[src/design/fpr_pkg.sv]
// Shared types, constants and helpers for the fixed-point image rotator.
// No dependencies; every other design file imports this package.
package fpr_pkg;

    localparam int MAX_WIDTH  = 256;
    localparam int MAX_HEIGHT = 256;
    localparam int XB = $clog2(MAX_WIDTH);
    localparam int YB = $clog2(MAX_HEIGHT);
    localparam int AW = (XB - 1) + (YB - 1);

    localparam int DW = 38;
    localparam int SW = 40;
    localparam int RW = 52;
    localparam int CW = 37;

    localparam logic [2:0] CFG_MODE   = 3'd0;
    localparam logic [2:0] CFG_FILL   = 3'd1;
    localparam logic [2:0] CFG_SIN    = 3'd2;
    localparam logic [2:0] CFG_COS    = 3'd3;
    localparam logic [2:0] CFG_SRC_W  = 3'd4;
    localparam logic [2:0] CFG_SRC_H  = 3'd5;
    localparam logic [2:0] CFG_STEP_X = 3'd6;
    localparam logic [2:0] CFG_STEP_Y = 3'd7;

    localparam logic [1:0] CROP_CROP   = 2'd0;
    localparam logic [1:0] CROP_NOCROP = 2'd1;
    localparam logic [1:0] CROP_FIT    = 2'd2;

    typedef struct packed {
        logic [2:0]         mode;
        logic [31:0]        fill;
        logic signed [10:0] sin_q9;
        logic signed [10:0] cos_q9;
        logic [8:0]         src_w;
        logic [8:0]         src_h;
        logic [24:0]        step_x;
        logic [24:0]        step_y;
    } t_cfg;

    typedef struct packed {
        logic                 load;
        logic                 we;
        logic [31:0]          wdata;
        logic [1:0]           wbank;
        logic [AW-1:0]        waddr;
        logic [3:0][AW-1:0]   raddr;
        logic [3:0]           inb;
        logic [3:0][15:0]     wt;
        logic                 bil;
        logic                 xp;
        logic                 yp;
    } t_mem_req;

    typedef struct packed {
        logic [3:0][31:0] data;
        logic [3:0]       inb;
        logic [3:0][15:0] wt;
        logic             bil;
        logic             xp;
        logic             yp;
    } t_blend_in;

    function automatic logic [11:0] sum_abs(logic signed [10:0] a, logic signed [10:0] b);
        logic [10:0] aa;
        logic [10:0] ab;
        aa = a[10] ? 11'(-a) : 11'(a);
        ab = b[10] ? 11'(-b) : 11'(b);
        return 12'(aa) + 12'(ab);
    endfunction

endpackage

[src/design/fpr_recip.sv]
// Bit-serial reciprocal 131072 / max(m,1) used by fit scaling.
// Depends on fpr_pkg.
module fpr_recip import fpr_pkg::*; (
    input  logic        i_clk,
    input  logic        i_rst_n,
    input  logic        i_start,
    input  logic [11:0] i_m,
    output logic        o_busy,
    output logic [17:0] o_recip
);

    logic [4:0]  r_cnt;
    logic [11:0] r_d;
    logic [11:0] r_rem;
    logic [16:0] r_q;
    logic [17:0] r_f;
    logic [12:0] w_trial;
    logic        w_qb;
    logic [12:0] w_diff;

    always_comb begin
        w_trial = {r_rem, (r_cnt == 5'd18)};
        w_qb    = w_trial >= {1'b0, r_d};
        w_diff  = w_trial - {1'b0, r_d};
    end

    always_ff @(posedge i_clk) begin
        if (!i_rst_n) begin
            r_cnt <= '0;
            r_f   <= 18'd256;
        end else if (i_start) begin
            r_cnt <= 5'd18;
        end else if (r_cnt != 5'd0) begin
            r_cnt <= r_cnt - 5'd1;
            if (r_cnt == 5'd1) begin
                r_f <= {r_q, w_qb};
            end
        end
    end

    always_ff @(posedge i_clk) begin
        if (i_start) begin
            r_d   <= (i_m == 12'd0) ? 12'd1 : i_m;
            r_rem <= '0;
            r_q   <= '0;
        end else if (r_cnt != 5'd0) begin
            r_rem <= w_qb ? w_diff[11:0] : w_trial[11:0];
            r_q   <= {r_q[15:0], w_qb};
        end
    end

    assign o_busy  = i_start || (r_cnt != 5'd0);
    assign o_recip = r_f;

endmodule

[config.mk]
export PLATFORM = sky130hd
export DESIGN_NAME = fpr_recip
export DESIGN_NICKNAME = d
export VERILOG_FILES = /design/src/design/fpr_pkg.sv /design/src/design/fpr_recip.sv
export SDC_FILE = /design/constraint.sdc
export NUM_CORES = 1
export LEC_CHECK = 0
export BUFFER_PORTS_ARGS = -buffer_cell sky130_fd_sc_hd__buf_4
export CORE_MARGIN = 8
export CORE_UTILIZATION = 40
export CTS_CLUSTER_SIZE = 25
export DETAILED_ROUTE_END_ITERATION = 12
export PLACE_DENSITY = 0.57
export SLEW_MARGIN = 20
export SYNTH_ARGS = -nofsm -noshare
export SYNTH_HDL_FRONTEND = slang
export SYNTH_SLANG_ARGS = --single-unit
[constraint.sdc]
create_clock -name i_clk -period 2.54 [get_ports i_clk]
set_input_delay 0.508 -clock i_clk [delete_from_list [all_inputs] [get_ports i_clk]]
set_output_delay 0.508 -clock i_clk [all_outputs]
set_load 0.01 [all_outputs]
==> reports/results.ini <==
[synthesis]
muxShareOfSynthArea=0.0175
synthTopCellsByArea=dfxtp_1 (33%), edfxtp_1 (11%), nand2_1 (9.2%)
synth-main-ff-cell=dfxtp_1
synth_cells=361
ys_ff_latch=64
synthDistinctLibCells=57
syn_avg_cell_area_sq_um=8.70
synth_edf_count=12
ys_seq_area_frac=0.446
synth_top_area_frac=0.331
yosys_warnings=0
synth_compound_area_frac=0.176
synth_area_sq_um=3140
synth_xor_area_frac=0.0279
synthesis.nets=393
async_flop_share=0
synth.largest_area_cell=dfxtp_1
synth_simple_gate_area_frac=0.209
synth_fa_ha_area_frac=0.0701
synth_top_family_by_area=simple AND/OR/NAND/NOR gates

[clocking]
numCtsBuffers=9
htreeDepth=3
clock-sinks=64
clkLatencyLatePin_ps=350
clk_pin_slew_ps=70
cts_max_path_buffers=2
cts_root_buffer=clkbuf_8
cts_hold_buf=0
cts_tree=yes

[job]
maxCapViolCount=0

[place]
port_buffers=33
post-dp-hpwl_um=5070
gp_congestion=0.836
pre_cts_ws_ps=76.5

[grt]
grt_max_degree=35
met2_usage=0.204
groute.usage.overall=0.132
globalRouteMet1Util=0.170
grt_pass1_wl_um=12100
grt_remaining_overflow=0
grt.busiest_layer=met2
use_met3=0.0307
grt_pass1_vias=2545
antenna_found_initial=0

[hold_path]
min-delay-start=i_m[4]
hold_depth=1
hold_class=in2reg
whs_endpoint=r_d[4]

[route]
drt-initial-drc-count=97
wirelength_um=6990
wl_per_cell_um=14.0
drc_errors=0
drtAntennaViolNets=0
dr.pass1.iters=5
vias=2558
vias_per_cell=5.11

[cells_and_area]
drive_gt1_frac=0.203
nets=426
diodes=0
area_growth_pct=20.1

[die]
core-area_sq_um=7690
die_h_um=105
row_count=32
ios=34
initial_core_util=0.409
dieWidth_um=105
dieArea_sq_um=10900

[setup_path]
crit_type=reg2reg
regToRegSetupSlack_ps=150
r2r_start=r_cnt[0]
cp-end-kind=flop
critPathRequiredTime_ps=2810
r2r-end=r_rem[10]
cp-start-kind=flop
crit_arrival_ps=2660
crit_fanout=3
r2r_cells=11

[timing]
min_period_over_period=0.940
skew_ps=14.9
worst_pin_slew_ps=689
hold_viol=0
rsz0062_at_grt=true
fmax_mhz=419
relSlewSlack=0.541
setup_ws_ps=152
tns_ps=0
period_needed_ps=2390
drv_slew=0
setup_viol_count_final=0

[power]
power_density_nw_per_um2=922
power.leakage_nw=1.49
vdd_drop_max_uv=413

[status]
status=complete, no violations

## power breakdown
group / switching, W / internal, W
registers: 0.0000857 / 0.00114
clock network: 0.000437 / 0.000563
logic: 0.000699 / 0.000553
total: 0.00122 / 0.00226
## registers in the layout, indices dropped and copies added (netlist names)
register and flops:
o_recip 18, r_cnt 5, r_d 12, r_q 17
r_rem 12
## cell type report
| cell class | instances | area, sq um |
|---|---|---|
| flip-flops and latches | 64 | 1400 |
| clock buffers | 9 | 124 |
| multi-input cells | 255 | 1600 |
| fillers | 779 | 3910 |
| well taps | 102 | 128 |
| clock inverters | 7 | 100 |
| inverters | 17 | 63.8 |
| repair buffers | 47 | 353 |
## critical path, cell delays in order (launching register included)
cell      delay (ps)
dfxtp_1          330
inv_1             80
ha_1             140
nand3_1          100
ha_2             210
fa_2             350
nor2b_2          150
o2111a_1         250
o31ai_1           90
a211o_1          290
and4_1           170
o22ai_1          140
## synthesized netlist by cell type, types with 2 or more instances
library cell,number
ha_1,16
nand3_1,6
nor3_1,9
a21o_1,3
nand2_1,77
nand4_1,2
a211o_1,2
a21oi_2,2
a211oi_2,2
nor4_1,4
xor2_1,2
or2_2,2
o31ai_1,2
edfxtp_1,12
a21oi_1,37
dfxtp_1,52
xnor2_1,8
nor2b_1,3
a211oi_1,7
a2111oi_0,2
o21ai_0,6
buf_2,2
o21a_1,4
inv_1,16
nor2_1,24
mux2i_1,4
and4_1,2
clkbuf_1,22
o2111ai_1,2
nand3b_1,2
## how the worst max path moves through the flow
stage	to	cells past startpoint	slack (ps)	start
3_5_place_dp	r_rem[10]	11	80	r_cnt[0]
4_1_cts	r_rem[10]	11	40	r_cnt[0]
5_1_grt	r_rem[10]	11	-10	r_cnt[0]
6_report	r_rem[10]	11	150	r_cnt[0]
3_3_place_gp	r_rem[10]	11	120	r_cnt[0]
2_1_floorplan	r_rem[10]	11	200	r_cnt[0]
## logic make-up after synthesis
logic type / count (synthesis)
buffers and inverters: 42
AND/OR/NAND/NOR: 142
flip-flops: 64
adder cells (fa/ha/maj): 17
multiplexers: 5
AO/OA/AOI/OAI: 81
XOR/XNOR: 10
## layer usage
layer | share of wire | routed length, um
met5 | 0 | 0
met4 | 0.018 | 123
met3 | 0.029 | 200
met2 | 0.45 | 3120
met1 | 0.51 | 3550
## through the flow
step                std cells  cell area, sq um  power, W  utilization  hold slack (ps)
floorplan                 361              3140   0.00215            -              432
global placement          485              3530   0.00245        0.459              445
detailed placement        485              3530   0.00247        0.459              447
CTS                       501              3750   0.00348        0.488              326
global route              501              3770   0.00369        0.491              321
finish                    501              3770   0.00348        0.491              345
## placed cells by master, fill, tap and decap left out, types with 2 or more instances in the layout
cell and count:
a2111oi_0 2, a211o_1 2, a211oi_1 7, a211oi_2 2, a21o_1 2, a21oi_1 37, and4_1 2, buf_4 47
bufinv_16 2, clkbuf_8 9, dfxtp_1 52, edfxtp_1 12, ha_1 15, inv_1 16, inv_6 3, mux2i_1 4
nand2_1 77, nand3_1 6, nand3b_1 2, nand4_1 2, nor2_1 24, nor2b_1 2, nor3_1 9, nor4_1 4
o21a_1 4, o21ai_0 6, o31ai_1 2, or2_2 2, xnor2_1 8, xor2_1 2
## what timing repair did
action                                  4_1_cts  5_1_grt
endpoints found under the setup margin        0        4
gates resized for setup                       0        6
buffers inserted                              0        0
No activity file was read; power rests on OpenSTA's default activity.
